$ cat src/sv/markup_tag_nesting_scanner_assert.svh
// Assertion helpers shared by the scanner RTL.
`ifndef MARKUP_TAG_NESTING_SCANNER_ASSERT_SVH
`define MARKUP_TAG_NESTING_SCANNER_ASSERT_SVH

// Checked on every edge outside reset.
`define MKTS_ASSERT(lbl, prop, msg) \
  lbl: assert property (@(posedge clk_i) disable iff (!rst_ni) (prop)) else $error(msg);

// Checked on every edge, reset included.
`define MKTS_ASSERT_ALWAYS(lbl, prop, msg) \
  lbl: assert property (@(posedge clk_i) (prop)) else $error(msg);

`endif

$ cat src/sv/mkts_pkg.sv
`default_nettype none

package mkts_pkg;

  // Parse modes
  localparam logic [1:0] MODE_CONTENT    = 2'd0;
  localparam logic [1:0] MODE_TAG_OPENED = 2'd1;
  localparam logic [1:0] MODE_OPEN_TAG   = 2'd2;
  localparam logic [1:0] MODE_END_TAG    = 2'd3;

  // Quote modes
  localparam logic [1:0] QUOTE_NONE   = 2'd0;
  localparam logic [1:0] QUOTE_SINGLE = 2'd1;
  localparam logic [1:0] QUOTE_DOUBLE = 2'd2;

  // Error codes
  localparam logic [1:0] ERR_NONE      = 2'd0;
  localparam logic [1:0] ERR_OVERFLOW  = 2'd1;
  localparam logic [1:0] ERR_UNMATCHED = 2'd2;

  // Markup characters
  localparam logic [7:0] CH_LT     = 8'h3C;  // '<'
  localparam logic [7:0] CH_SLASH  = 8'h2F;  // '/'
  localparam logic [7:0] CH_QMARK  = 8'h3F;  // '?'
  localparam logic [7:0] CH_GT     = 8'h3E;  // '>'
  localparam logic [7:0] CH_DQUOTE = 8'h22;  // '"'
  localparam logic [7:0] CH_SQUOTE = 8'h27;  // single quote

  localparam int unsigned FieldOffW = 24;
  localparam int unsigned FieldDepW = 6;

  typedef struct packed {
    logic [1:0]           error_code;
    logic                 self_closing;
    logic [FieldOffW-1:0] parent_start;
    logic                 has_parent;
    logic [FieldDepW-1:0] nest_depth;
    logic [FieldOffW-1:0] end_offset;
    logic [FieldOffW-1:0] start_offset;
  } result_t;

endpackage

`default_nettype wire

$ cat src/sv/markup_tag_nesting_scanner.sv
// Channel   Dir  Handshake                     Payload
// s_axis    in   s_axis_tvalid_i/tready_o      tdata: byte_value; tuser: doc_start
// m_axis    out  m_axis_tvalid_o/tready_i      tdata: element offsets; tuser: error_code
//
// One byte per cycle while input is ready; each accepted byte's result is
// registered directly. The top two stack entries live in registers, the third is
// prefetched from the stack memory through its registered read port.
// Reset clears modes, offset, tag start and stack pointer at once; the stack
// memory is not cleared and needs no clearing pass.
// A skid register behind the output register keeps input ready while one
// result waits; input stalls only when both hold a result.
`default_nettype none

module markup_tag_nesting_scanner
  import mkts_pkg::*;
#(
  parameter int unsigned STACK_DEPTH  = 32,
  parameter int unsigned OFFSET_WIDTH = 24
) (
  input  wire logic        clk_i,
  input  wire logic        rst_ni,
  input  wire logic        s_axis_tvalid_i,
  output logic             s_axis_tready_o,
  input  wire logic [7:0]  s_axis_tdata_i,   // [7:0] byte_value
  input  wire logic [0:0]  s_axis_tuser_i,   // [0] doc_start
  output logic             m_axis_tvalid_o,
  input  wire logic        m_axis_tready_i,
  // [23:0] start_offset, [47:24] end_offset, [53:48] nest_depth,
  // [54] has_parent, [78:55] parent_start, [79] self_closing
  output logic [79:0]      m_axis_tdata_o,
  output logic [1:0]       m_axis_tuser_o    // [1:0] error_code
);

  `include "markup_tag_nesting_scanner_assert.svh"

  localparam int unsigned SpW = $clog2(STACK_DEPTH + 1);
  localparam int unsigned AW  = (STACK_DEPTH > 1) ? $clog2(STACK_DEPTH) : 1;
  localparam int unsigned OW  = OFFSET_WIDTH;

  function automatic logic [FieldOffW-1:0] off_field(input logic [OW-1:0] v);
    logic [OW+FieldOffW-1:0] w;
    w = {{FieldOffW{1'b0}}, v};
    return w[FieldOffW-1:0];
  endfunction

  function automatic logic [FieldDepW-1:0] dep_field(input logic [SpW-1:0] v);
    logic [SpW+FieldDepW-1:0] w;
    w = {{FieldDepW{1'b0}}, v};
    return w[FieldDepW-1:0];
  endfunction

  logic [1:0]     mode_q, mode_d, mode_cur;
  logic [1:0]     quote_q, quote_d, quote_cur;
  logic [OW-1:0]  start_q, start_d, start_cur;
  logic [OW-1:0]  offset_q, here;
  logic [SpW-1:0] sp_q, sp_d, sp_cur, sp_nxt, rd_sp;
  logic [OW-1:0]  top_q, sec_q, rd_q;
  logic [OW-1:0]  mem [STACK_DEPTH];

  logic           in_fire, out_fire, doc;
  logic [7:0]     c;
  logic           push, pop, res_valid;
  result_t        res, out_q, skid_q;
  logic           m_valid_q, skid_valid_q;

  assign in_fire  = s_axis_tvalid_i & s_axis_tready_o;
  assign out_fire = m_valid_q & m_axis_tready_i;
  assign doc      = s_axis_tuser_i[0];
  assign c        = s_axis_tdata_i;

  always_comb begin
    mode_cur  = doc ? MODE_CONTENT : mode_q;
    quote_cur = doc ? QUOTE_NONE : quote_q;
    start_cur = doc ? '0 : start_q;
    sp_cur    = doc ? '0 : sp_q;
    here      = doc ? '0 : offset_q;

    mode_d    = mode_cur;
    quote_d   = quote_cur;
    start_d   = start_cur;
    sp_d      = sp_cur;
    push      = 1'b0;
    pop       = 1'b0;
    res_valid = 1'b0;
    res       = '0;

    if (quote_cur != QUOTE_NONE) begin
      if ((quote_cur == QUOTE_DOUBLE && c == CH_DQUOTE) ||
          (quote_cur == QUOTE_SINGLE && c == CH_SQUOTE)) begin
        quote_d = QUOTE_NONE;
      end
    end else begin
      unique case (mode_cur)
        MODE_CONTENT: begin
          if (c == CH_LT) begin
            mode_d  = MODE_TAG_OPENED;
            start_d = here;
          end
        end
        MODE_TAG_OPENED: begin
          priority if (c == CH_SLASH) mode_d = MODE_END_TAG;
          else if (c == CH_QMARK)     mode_d = MODE_CONTENT;
          else                        mode_d = MODE_OPEN_TAG;
        end
        MODE_OPEN_TAG: begin
          priority if (c == CH_SLASH) begin
            res_valid          = 1'b1;
            res.start_offset   = off_field(start_cur);
            res.end_offset     = off_field(here);
            res.nest_depth     = dep_field(sp_cur);
            res.has_parent     = (sp_cur != '0);
            res.parent_start   = (sp_cur != '0) ? off_field(top_q) : '0;
            res.self_closing   = 1'b1;
            res.error_code     = ERR_NONE;
            mode_d             = MODE_CONTENT;
          end else if (c == CH_GT) begin
            if (sp_cur < SpW'(STACK_DEPTH)) begin
              push = 1'b1;
              sp_d = sp_cur + SpW'(1);
            end else begin
              // full stack: report and drop the tag
              res_valid        = 1'b1;
              res.start_offset = off_field(start_cur);
              res.end_offset   = off_field(here);
              res.nest_depth   = dep_field(sp_cur);
              res.has_parent   = 1'b1;
              res.parent_start = off_field(top_q);
              res.error_code   = ERR_OVERFLOW;
            end
            mode_d = MODE_CONTENT;
          end else if (c == CH_DQUOTE) begin
            quote_d = QUOTE_DOUBLE;
          end else if (c == CH_SQUOTE) begin
            quote_d = QUOTE_SINGLE;
          end
        end
        MODE_END_TAG: begin
          priority if (c == CH_GT) begin
            res_valid = 1'b1;
            if (sp_cur == '0) begin
              res.start_offset = off_field(start_cur);
              res.end_offset   = off_field(here);
              res.error_code   = ERR_UNMATCHED;
            end else begin
              pop              = 1'b1;
              sp_d             = sp_cur - SpW'(1);
              res.start_offset = off_field(top_q);
              res.end_offset   = off_field(here);
              res.nest_depth   = dep_field(sp_cur - SpW'(1));
              res.has_parent   = (sp_cur > SpW'(1));
              res.parent_start = (sp_cur > SpW'(1)) ? off_field(sec_q) : '0;
              res.error_code   = ERR_NONE;
            end
            mode_d = MODE_CONTENT;
          end else if (c == CH_DQUOTE) begin
            quote_d = QUOTE_DOUBLE;
          end else if (c == CH_SQUOTE) begin
            quote_d = QUOTE_SINGLE;
          end
        end
      endcase
    end
  end

  // Prefetch the entry below the two cached ones for the coming cycle.
  assign sp_nxt = in_fire ? sp_d : sp_q;
  assign rd_sp  = sp_nxt - SpW'(3);

  always_ff @(posedge clk_i) begin
    if (in_fire && push) begin
      mem[sp_cur[AW-1:0]] <= start_cur;
    end
    rd_q <= mem[rd_sp[AW-1:0]];
  end

  always_ff @(posedge clk_i) begin
    if (in_fire) begin
      if (push) begin
        top_q <= start_cur;
        sec_q <= top_q;
      end else if (pop) begin
        top_q <= sec_q;
        sec_q <= rd_q;
      end
    end
  end

  always_ff @(posedge clk_i or negedge rst_ni) begin
    if (!rst_ni) begin
      mode_q   <= MODE_CONTENT;
      quote_q  <= QUOTE_NONE;
      start_q  <= '0;
      sp_q     <= '0;
      offset_q <= '0;
    end else if (in_fire) begin
      mode_q   <= mode_d;
      quote_q  <= quote_d;
      start_q  <= start_d;
      sp_q     <= sp_d;
      offset_q <= here + OW'(1);
    end
  end

  // Output register with skid stage
  assign s_axis_tready_o = ~skid_valid_q;

  always_ff @(posedge clk_i or negedge rst_ni) begin
    if (!rst_ni) begin
      m_valid_q    <= 1'b0;
      skid_valid_q <= 1'b0;
    end else if (skid_valid_q) begin
      if (out_fire) begin
        skid_valid_q <= 1'b0;
      end
    end else if (in_fire && res_valid) begin
      if (m_valid_q && !out_fire) begin
        skid_valid_q <= 1'b1;
      end
      m_valid_q <= 1'b1;
    end else if (out_fire) begin
      m_valid_q <= 1'b0;
    end
  end

  always_ff @(posedge clk_i) begin
    if (skid_valid_q) begin
      if (out_fire) begin
        out_q <= skid_q;
      end
    end else if (in_fire && res_valid) begin
      if (m_valid_q && !out_fire) begin
        skid_q <= res;
      end else begin
        out_q <= res;
      end
    end
  end

  assign m_axis_tvalid_o = m_valid_q;
  assign m_axis_tdata_o  = {out_q.self_closing, out_q.parent_start, out_q.has_parent,
                            out_q.nest_depth, out_q.end_offset, out_q.start_offset};
  assign m_axis_tuser_o  = out_q.error_code;

  `MKTS_ASSERT_ALWAYS(a_skid_behind_out, !skid_valid_q || m_valid_q || !rst_ni,
                      "skid holds a beat while output register is empty")
  `MKTS_ASSERT(a_sp_bound, sp_q <= SpW'(STACK_DEPTH),
               "stack pointer beyond stack depth")
  `MKTS_ASSERT(a_unmatched_flat,
               m_valid_q && out_q.error_code == ERR_UNMATCHED |->
               out_q.nest_depth == '0 && !out_q.has_parent && !out_q.self_closing,
               "unmatched end tag result carries nesting data")
  `MKTS_ASSERT(a_push_advances, in_fire && push |=> (sp_q - $past(sp_cur)) == SpW'(1),
               "push did not advance stack pointer")

endmodule

`default_nettype wire
$ cat config.mk
export PLATFORM = sky130hd
export DESIGN_NAME = markup_tag_nesting_scanner
export DESIGN_NICKNAME = d
export VERILOG_FILES = /design/src/sv/mkts_pkg.sv /design/src/sv/markup_tag_nesting_scanner.sv
export VERILOG_INCLUDE_DIRS = /design/src /design/src/sv
export SDC_FILE = /design/constraint.sdc
export NUM_CORES = 1
export LEC_CHECK = 0
export BUFFER_PORTS_ARGS = -buffer_cell sky130_fd_sc_hd__buf_2
export CORE_MARGIN = 3
export CORE_UTILIZATION = 55
export DETAILED_ROUTE_END_ITERATION = 7
export PLACE_DENSITY = 0.74
export SYNTH_ARGS = -nofsm -noshare
export SYNTH_HDL_FRONTEND = slang
export SYNTH_SLANG_ARGS = --single-unit
$ cat constraint.sdc
create_clock -name clk_i -period 6 [get_ports clk_i]
set_input_delay 0.6 -clock clk_i [delete_from_list [all_inputs] [get_ports clk_i]]
set_output_delay 0.6 -clock clk_i [all_outputs]
set_load 0.02 [all_outputs]
### Word level (Yosys, flattened, before mapping)

Memory sizes are Yosys's and may differ from the RTL's. A register that Yosys moved wholly into a read port is not among the register bits.
Index checks and enable logic that the tools add are counted.

| operators by class | value |
|---|---|
| magnitude comparators | 2 |
| add/sub/neg operators | 4 |
| reductions and logical operators | 18 |
| equal/unequal tests | 13 |
| multiplexer cells | 79 |
| bitwise gates (word level) | 3 |

Operators by type and width:

| kind | number |
|---|---|
| 2-to-1 mux 82 bit | 5 |
| 2-to-1 mux 79 bit | 4 |
| 2-to-1 mux 24 bit | 12 |
| case mux 79 bit (2 select lines) | 1 |
| equality test 8 x 6 -> 1 bit, second input constant | 6 |
| 2-to-1 mux 6 bit | 8 |
| 2-to-1 mux 2 bit | 16 |
| 2-to-1 mux 31 bit | 1 |
| 2-to-1 mux 1 bit | 27 |
| adder 24 x 1 -> 24 bit, second input constant | 1 |
| case mux 6 bit (2 select lines) | 1 |
| case mux 2 bit (2 select lines) | 2 |
| case mux 2 bit (4 select lines) | 1 |
| nonzero test 2 bit | 4 |
| adder 6 x 1 -> 6 bit, second input constant | 1 |
| equality test 2 bit, second input constant | 3 |
| > comparator 6 x 1 -> 1 bit, second input constant | 1 |
| zero test 6 bit | 1 |
| less-than comparator 6 bit, second input constant | 1 |
| AND reduction 3 bit | 2 |
| nonzero test 6 bit | 1 |
| subtractor 6 x 1 -> 6 bit, second input constant | 1 |
| logical AND 1 bit | 5 |
| subtractor 5 x 2 -> 5 bit, second input constant | 1 |
| other kinds (9) | 13 |

| word-level totals | value |
|---|---|
| word-level logic and storage cells | 143 |
| register bits after elaboration | 272 |
| memories kept | 1 |
| RAM bits | 768 |

Memory list:

| memory | depth | bits a word | rd ports | clocked after memory_dff | write ports | RTL line | source |
|---|---|---|---|---|---|---|---|
| mem | 32 | 24 | 1 | 1 | 1 | markup_tag_nesting_scanner.sv:58 | `logic [OW-1:0] mem [STACK_DEPTH];` |

### Depth between registers and ports, before layout

Gate-level depths: netlist of the first run.

| logic depth | value |
|---|---|
| depth in word-level cells | 10 |
| depth in mapped cells | 28 |
| mapped depth without buffers | 17 |

### Worst setup path before layout of the first run

No wires, ideal clock.

| timing | value |
|---|---|
| path kind | input-to-reg |
| from | input s_axis_tuser_i |
| to | register out_q (netlist bit m_axis_tdata_o[0]), enable pin |
| buffers on the path | 3 |
| data arrival time | 6.189 ns |
| data required time | 5.451 ns |
| stages on the path | 8 |
| path slack | -0.738 ns |
| cells stage by stage | buf_6 or3b_2 clkbuf_1 a21o_1 a21oi_1 clkbuf_1 nand2_1 a21oi_1 |

| on the way | value |
|---|---|
| word-level cells in the longest chain between the ends | 10 |

RTL lines:

| item | RTL line | source |
|---|---|---|
| from (decl) | markup_tag_nesting_scanner.sv:25 | `input wire logic [0:0] s_axis_tuser_i,` |
| 2-to-1 mux 6 bit | markup_tag_nesting_scanner.sv:75 | `sp_cur = doc ? '0 : sp_q;` |
| less-than comparator 6 bit | markup_tag_nesting_scanner.sv:117 | `if (sp_cur < SpW'(STACK_DEPTH)) begin` |
| 2-to-1 mux 1 bit | markup_tag_nesting_scanner.sv:117 |  |
| 2-to-1 mux 1 bit | markup_tag_nesting_scanner.sv:116 | `end else if (c == CH_GT) begin` |
| 2-to-1 mux 1 bit | markup_tag_nesting_scanner.sv:106 | `priority if (c == CH_SLASH) begin` |
| case mux 1 bit (2 select lines) | markup_tag_nesting_scanner.sv:93 | `unique case (mode_cur)` |
| 2-to-1 mux 1 bit (*) | markup_tag_nesting_scanner.sv:87 | `if (quote_cur != QUOTE_NONE) begin` |
| logical AND 1 bit (*) | markup_tag_nesting_scanner.sv:230 | `end else if (in_fire && res_valid) begin` |
| nonzero test 2 bit (no line) (*) | - |  |
| AND reduction 3 bit (no line) (*) | - |  |
| to (signal assigned) | markup_tag_nesting_scanner.sv:228 | `out_q <= skid_q;` |
| to (signal assigned) | markup_tag_nesting_scanner.sv:234 | `out_q <= res;` |
| to (decl) | markup_tag_nesting_scanner.sv:63 | `result_t res, out_q, skid_q;` |

Mark *: on every way between the ends. The rest lies on a longest branch, timed or not.
A chain may end at the register's enable or synchronous reset.

### Worst setup path in the final report of the first run

| timing | value |
|---|---|
| from | register sp_q[1] |
| to | register rd_q[15], read port of mem |

| on the way | value |
|---|---|
| word-level cells in the longest chain between the ends | 9 |

RTL lines:

| item | RTL line | source |
|---|---|---|
| from (decl) | markup_tag_nesting_scanner.sv:56 | `logic [SpW-1:0] sp_q, sp_d, sp_cur, sp_nxt, rd_sp;` |
| from (signal assigned) | markup_tag_nesting_scanner.sv:199 | `sp_q <= sp_d;` |
| 2-to-1 mux 6 bit | markup_tag_nesting_scanner.sv:75 |  |
| adder 6 x 1 -> 6 bit / less-than comparator 6 bit (equally long branches) | markup_tag_nesting_scanner.sv:119, markup_tag_nesting_scanner.sv:117 |  |
| 2-to-1 mux 6 bit | markup_tag_nesting_scanner.sv:117 |  |
| 2-to-1 mux 6 bit | markup_tag_nesting_scanner.sv:116 |  |
| 2-to-1 mux 6 bit | markup_tag_nesting_scanner.sv:106 |  |
| case mux 6 bit (2 select lines) | markup_tag_nesting_scanner.sv:93 |  |
| 2-to-1 mux 6 bit | markup_tag_nesting_scanner.sv:87 |  |
| 2-to-1 mux 6 bit (*) | - |  |
| subtractor 5 x 2 -> 5 bit (*) | markup_tag_nesting_scanner.sv:167 | `assign rd_sp = sp_nxt - SpW'(3);` |
| to (decl) | markup_tag_nesting_scanner.sv:57 | `logic [OW-1:0] top_q, sec_q, rd_q;` |

Marked as above.

==> run_results.csv, run 1 <==
group,metric,value,unit
setup_path,required,6.61,ns
clock_tree,h-tree-depth,3,
drt,ant_nets,0,
logic_synthesis,synth_top_area_share,0.667,
timing,drv_slew,0,
global_routing,grt_remaining_overflow,0,
setup_path,slowest_delay,0.66,ns
drt,wirelength,103,mm
setup_path,setup.worst_path.start,"sp_q[1]",
logic_synthesis,ys_top_cells_by_area,"edfxtp_1, mux2i_1, dfrtp_1",
drt,remaining_drc_errors,0,
logic_synthesis,synth_commonest_cells,"edfxtp_1, nand2_1, mux2i_1",
timing,final.setup.tns,0,ns
setup_path,reg2reg_to,"rd_q[15]",
hold_path,hold_path.class,"primary input to asynchronous set/reset pin",
global_routing,antenna_found_initial,8,
logic_synthesis,synthCells,2947,
clock_tree,cts_resized,0,
floorplan,coreArea,79300,µm²
logic_synthesis,ys_warn_count,0,
timing,finalWorstSetupSlack,1.08,ns
floorplan,fp.dieH,289,µm
clock_tree,root_buffer,"clkbuf_16",
clock_tree,clockBufferDepth,3,
power_and_ir_drop,p_leak,16.0,nW
logic_synthesis,ys.flop_type,"edfxtp_1",
global_routing,grt_usage,0.247,
floorplan,die_area,83600,µm²
floorplan,io_pins,97,
timing,finClkSkew,0.0526,ns
setup_path,critical_path.cell_chain,"inv_1, nor2_1, inv_1, ha_1, o21a_1, inv_1, ha_1, mux2i_1, a221oi_4, inv_8, buf_4, buf_4, o21ai_0, o21ai_0, o32a_1, o221a_2",
drt,dr.pass1.iters,6,
timing,min_period,4.92,ns
setup_path,cpMaxStageDelayCell,"buf_4",
setup_path,crit_fanout,72,
global_routing,grt_max_degree,148,
placement,hpwl,61.3,mm
floorplan,rows,103,
timing,hold_viol_final,0,
global_routing,grt_pass1_wl,156,mm
logic_synthesis,synth.distinct_cells,70,
clock_tree,post-cts-setup-buffer-count,0,
logic_synthesis,seq_area_frac_synth,0.712,
final_layout,syn_to_final_growth,12.5,%
clock_tree,clock_latency,0.68,ns
placement,io_buffers,96,
logic_synthesis,synth_largest_area_cell,"edfxtp_1",
placement,place_ws,0.899,ns
setup_path,setup.worst_path.start_class,"flop",
drt,post_drt_wl_per_cell,24.6,µm
power_and_ir_drop,power.total,15.1,mW
timing,rsz0062_at_grt,"false",
setup_path,reg2reg_depth,16,
power_and_ir_drop,vdd_drop_max,245,µV
clock_tree,hold_buffers,0,
timing,period_share,0.819,
setup_path,endpoint_kind,"flop",
setup_path,crit_cells,16,
logic_synthesis,yosysMostFrequentCell,"edfxtp_1",
global_routing,grt_pass1_vias,25249,
timing,max-slew-margin-rel,0.110,
floorplan,initial_core_util,0.557,
logic_synthesis,synth.net_count,2970,
drt,routed-via-count,25714,
clock_tree,cts-buffers-inserted,101,
clock_tree,clkTransAtPathRegs,0.06,ns
setup_path,path_class,"flop to flop",
timing,setup_viol_count_final,0,
logic_synthesis,ys_async_sr_fraction,0.0564,
clock_tree,cts_tree,"done",
final_layout,nets,3079,
power_and_ir_drop,cellPowerDensity,305,nW/µm²
timing,worst_pin_slew,1.33,ns
job,cap_violations,0,
drt,viasPerCell,6.13,
setup_path,crit_top_cell,"inv_1",
logic_synthesis,synth-seq-cells,1064,
logic_synthesis,syn_area,44100,µm²
clock_tree,cts_num_sinks,1064,
setup_path,cp_data_arrival_time,5.52,ns
setup_path,reg2reg_slack,1.08,ns
outcome,status,"complete, no violations",
setup_path,crit-reg2reg-launch,"sp_q[1]",
logic_synthesis,avgSynthCellArea,15.0,µm²
setup_path,cp_top_family,"buffers and inverters",
timing,fmax,203,MHz
setup_path,cp.buffers_inverters,6,
floorplan,die_w,289,µm
logic_synthesis,synth_edf_count,980,
placement,gp_congestion,0.885,
drt,drt_iter0_drc,2733,
final_layout,drive_gt1_frac,0.202,
-- state kept, by name (all words and copies together) (netlist names), 24 cells and up --
name            count
m_axis_tdata_o     80
rd_q               24
skid_q             82
mem               768
offset_q           24
start_q            24
sec_q              24
top_q              24
-- worst max path at each step --
stage,end,slack (ns)
2_1_floorplan,rd_q[13],0.0005
3_3_place_gp,rd_q[15],0.91
3_5_place_dp,rd_q[15],0.90
4_1_cts,rd_q[15],1.15
5_1_grt,rd_q[11],0.67
6_report,rd_q[15],1.08
-- power breakdown --
group	switching (mW)	internal [mW]	total, mW
sequential	0.0420	8.02	8.06
combinational	0.390	0.320	0.710
clock	2.73	3.65	6.37
-- placed cells by master (no fill, tap or decap), types with 7 or more instances in the layout --
| cell | count |
|---|---|
| nand2_1 | 323 |
| o31ai_1 | 29 |
| a211oi_1 | 145 |
| dfrtp_1 | 59 |
| clkbuf_1 | 22 |
| o32a_1 | 24 |
| buf_2 | 95 |
| nor2b_1 | 84 |
| nor2b_2 | 19 |
| buf_12 | 14 |
| xnor2_1 | 8 |
| nor2_1 | 93 |
| nor3_1 | 15 |
| clkinv_1 | 12 |
| a22oi_1 | 73 |
| a31o_2 | 48 |
| clkbuf_16 | 102 |
| xor2_1 | 14 |
| and3_1 | 30 |
| buf_4 | 90 |
| clkinvlp_4 | 10 |
| o21ai_0 | 96 |
| o221a_2 | 24 |
| dfxtp_1 | 24 |
| bufinv_16 | 11 |
| clkinv_2 | 25 |
| and2_1 | 26 |
| edfxtp_1 | 980 |
| mux2i_1 | 291 |
| a21oi_1 | 30 |
| mux2_2 | 127 |
| inv_1 | 9 |
| nor4_1 | 7 |
| ha_1 | 9 |
| nor2_2 | 33 |
| nand3_1 | 49 |
-- final cells by class --
cell class | count | area [µm²]
antenna | 4 | 10.0
inverter | 11 | 48.8
timing repair buffer | 199 | 1430
fill | 5576 | 29600
tap | 1050 | 1310
clock inverter | 64 | 699
multi-input combinational | 1679 | 12000
clock buffer | 126 | 2660
sequential | 1064 | 31400
-- layer usage --
layer / track usage / share of wire
met2: 0.391 / 0.47
met1: 0.353 / 0.42
met5: 0 / 0.000087
met3: 0.0440 / 0.088
met4: 0.0769 / 0.028
-- kinds of logic after synthesis --
kind of cell             Yosys count  synth area share
flip-flops                      1064             0.712
AO/OA/AOI/OAI                    503            0.0839
AND/OR/NAND/NOR                  725            0.0776
multiplexers                     418            0.0985
buffers and inverters            204            0.0203
adder cells (fa/ha/maj)           10           0.00284
XOR/XNOR                          23           0.00474
-- metrics by stage --
step / util / instance area, µm² / cells / hold slack, ns
global route: 0.626 / 49600 / 4193 / 0.146
global placement: 0.583 / 46200 / 4003 / 0.483
CTS: 0.626 / 49600 / 4193 / 0.108
detailed placement: 0.583 / 46200 / 4003 / 0.491
floorplan: - / 44100 / 2947 / 0.304
finish: 0.626 / 49600 / 4197 / 0.112
(Power assumes the default switching activity.)
==> run 2: changes to the inputs <==
PLACE_DENSITY = 0.71   (was 0.74)
clock period = 4.89 ns   (was 6 ns; I/O delays follow)
==> run 2 against run 1 <==
Compared with the run above:
- register-to-register slack worse by 0.68 ns
- final cell count is 0.62% higher
- clock skew fell by 0.014 ns
==> run_results.csv, run 2 (synthesized netlist as in run 1, its figures left out) <==
group,metric,value,unit
outcome,status,"complete, no violations",
global_routing,grt_remaining_overflow,0,
power_and_ir_drop,cellPowerDensity,375,nW/µm²
final_layout,fin_cells,4223,
final_layout,fill_cells,5673,
clock_tree,cts_tree,"done",
global_routing,grt_pass1_wl,154,mm
global_routing,antenna_found_initial,6,
placement,dpl_cell_area,46500,µm²
final_layout,final_cell_mix,"edfxtp_1, nand2_1, mux2i_1",
timing,hold_slack,0.175,ns
clock_tree,clockBufferDepth,3,
drt,post_drt_wl_per_cell,24.4,µm
timing,drv_slew,0,
power_and_ir_drop,p_leak,16.2,nW
timing,fmax,223,MHz
clock_tree,cts_num_sinks,1064,
setup_path,path_class,"flop to flop",
drt,viasPerCell,6.10,
final_layout,multi_input_area,12000,µm²
clock_tree,clock_latency,0.68,ns
drt,dr.pass1.iters,6,
timing,hold_viol_final,0,
floorplan,initial_core_util,0.557,
final_layout,largest_reg_flops,768,
timing,rsz0062_at_grt,"false",
power_and_ir_drop,power.total,18.7,mW
hold_path,hold_path.class,"primary input to flop",
setup_path,crit-reg2reg-launch,"sp_q[0]",
setup_path,reg2reg_slack,0.40,ns
placement,hpwl,62.0,mm
setup_path,endpoint_kind,"flop",
final_layout,design_area,49900,µm²
final_layout,nets,3103,
drt,ant_nets,0,
timing,worst_pin_slew,1.35,ns
setup_path,required,5.51,ns
global_routing,grt_max_degree,183,
timing,min_period,4.49,ns
timing,max-slew-margin-rel,0.0956,
hold_path,whs_endpoint,"skid_valid_q",
final_layout,drive_gt1_frac,0.205,
placement,gp_congestion,0.882,
setup_path,reg2reg_depth,17,
timing,setup_viol_count_final,0,
setup_path,cp_data_arrival_time,5.11,ns
clock_tree,clkTransAtPathRegs,0.06,ns
clock_tree,h-tree-depth,3,
floorplan,coreArea,79300,µm²
placement,post-place-cells,4022,
global_routing,grt_usage,0.245,
final_layout,syn_to_final_growth,13.1,%
timing,period_share,0.918,
job,cap_violations,0,
floorplan,fp.dieH,289,µm
drt,remaining_drc_errors,0,
timing,finClkSkew,0.0383,ns
hold_path,holdPathStages,3,
floorplan,rows,103,
power_and_ir_drop,vdd_drop_max,357,µV
global_routing,grt_pass1_vias,24769,
clock_tree,cts-buffers-inserted,105,
drt,routed-via-count,25767,
floorplan,io_pins,97,
drt,wirelength,103,mm
setup_path,crit_fanout,31,
floorplan,die_w,289,µm
hold_path,hold_start,"m_axis_tready_i",
placement,io_buffers,96,
setup_path,setup.worst_path.start_class,"flop",
clock_tree,root_buffer,"clkbuf_16",
floorplan,die_area,83600,µm²
timing,final.setup.tns,0,ns
drt,drt_iter0_drc,2670,
final_layout,final_common_cell,"edfxtp_1",
final_layout,seq_area,31400,µm²
setup_path,reg2reg_to,"rd_q[23]",
-- run 2: area by class of cell --
class	instances	share of cell area
flip-flops and latches	1064	0.629
diodes	2	0.000100
repair buffers	219	0.0332
inverters	11	0.000978
clock buffers	136	0.0570
well taps	1050	0.0263
multi-input cells	1679	0.241
clock inverters	62	0.0118
-- run 2: timing repair --
item	in CTS	in global routing
setup buffers	0	0
resized for setup	0	0
hold endpoints to repair	44	0
hold buffers	1	0
-- run 2: per-stage QoR --
stage / util / worst slack (ns)
global placement: 0.586 / 0.403
global route: 0.630 / 0.140
floorplan: - / 0.00159
finish: 0.630 / 0.400
CTS: 0.630 / 0.468
detailed placement: 0.586 / 0.375
-- run 2: power breakdown --
| part | switching [mW] | internal (mW) |
|---|---|---|
| Combinational | 0.479 | 0.414 |
| Sequential | 0.0579 | 9.84 |
| Clock | 3.35 | 4.59 |
-- run 2: worst max-delay path: stages (launching register included) --
cell,delay (ns)
dfrtp_1,0.52
nand2b_1,0.32
ha_2,0.27
o21a_1,0.18
inv_1,0.08
ha_1,0.28
mux2i_1,0.10
a221oi_4,0.44
inv_8,0.06
ha_4,0.52
buf_12,0.27
buf_4,0.24
mux2i_1,0.10
nand2_1,0.07
o21ai_0,0.08
o21ai_0,0.47
o32a_1,0.24
o221a_2,0.17
-- run 2: how the worst max path moves through the flow --
stage | from | endpoint | slack [ns] | cells past startpoint
6_report | sp_q[0] | rd_q[23] | 0.40 | 17
3_5_place_dp | s_axis_tuser_i | rd_q[16] | 0.38 | 14
2_1_floorplan | s_axis_tuser_i | rd_q[22] | 0.002 | 26
4_1_cts | sp_q[0] | rd_q[18] | 0.47 | 17
3_3_place_gp | s_axis_tuser_i | rd_q[23] | 0.40 | 16
5_1_grt | sp_q[0] | rd_q[18] | 0.14 | 15
-- run 2: layer usage --
metal  up-vias  GRT usage  part of all wire
met5         -          0          0.000087
met4         2     0.0846             0.033
met3       169     0.0415             0.080
met2      1000      0.389              0.47
met1     13007      0.348              0.42
li1      11589          -                 -
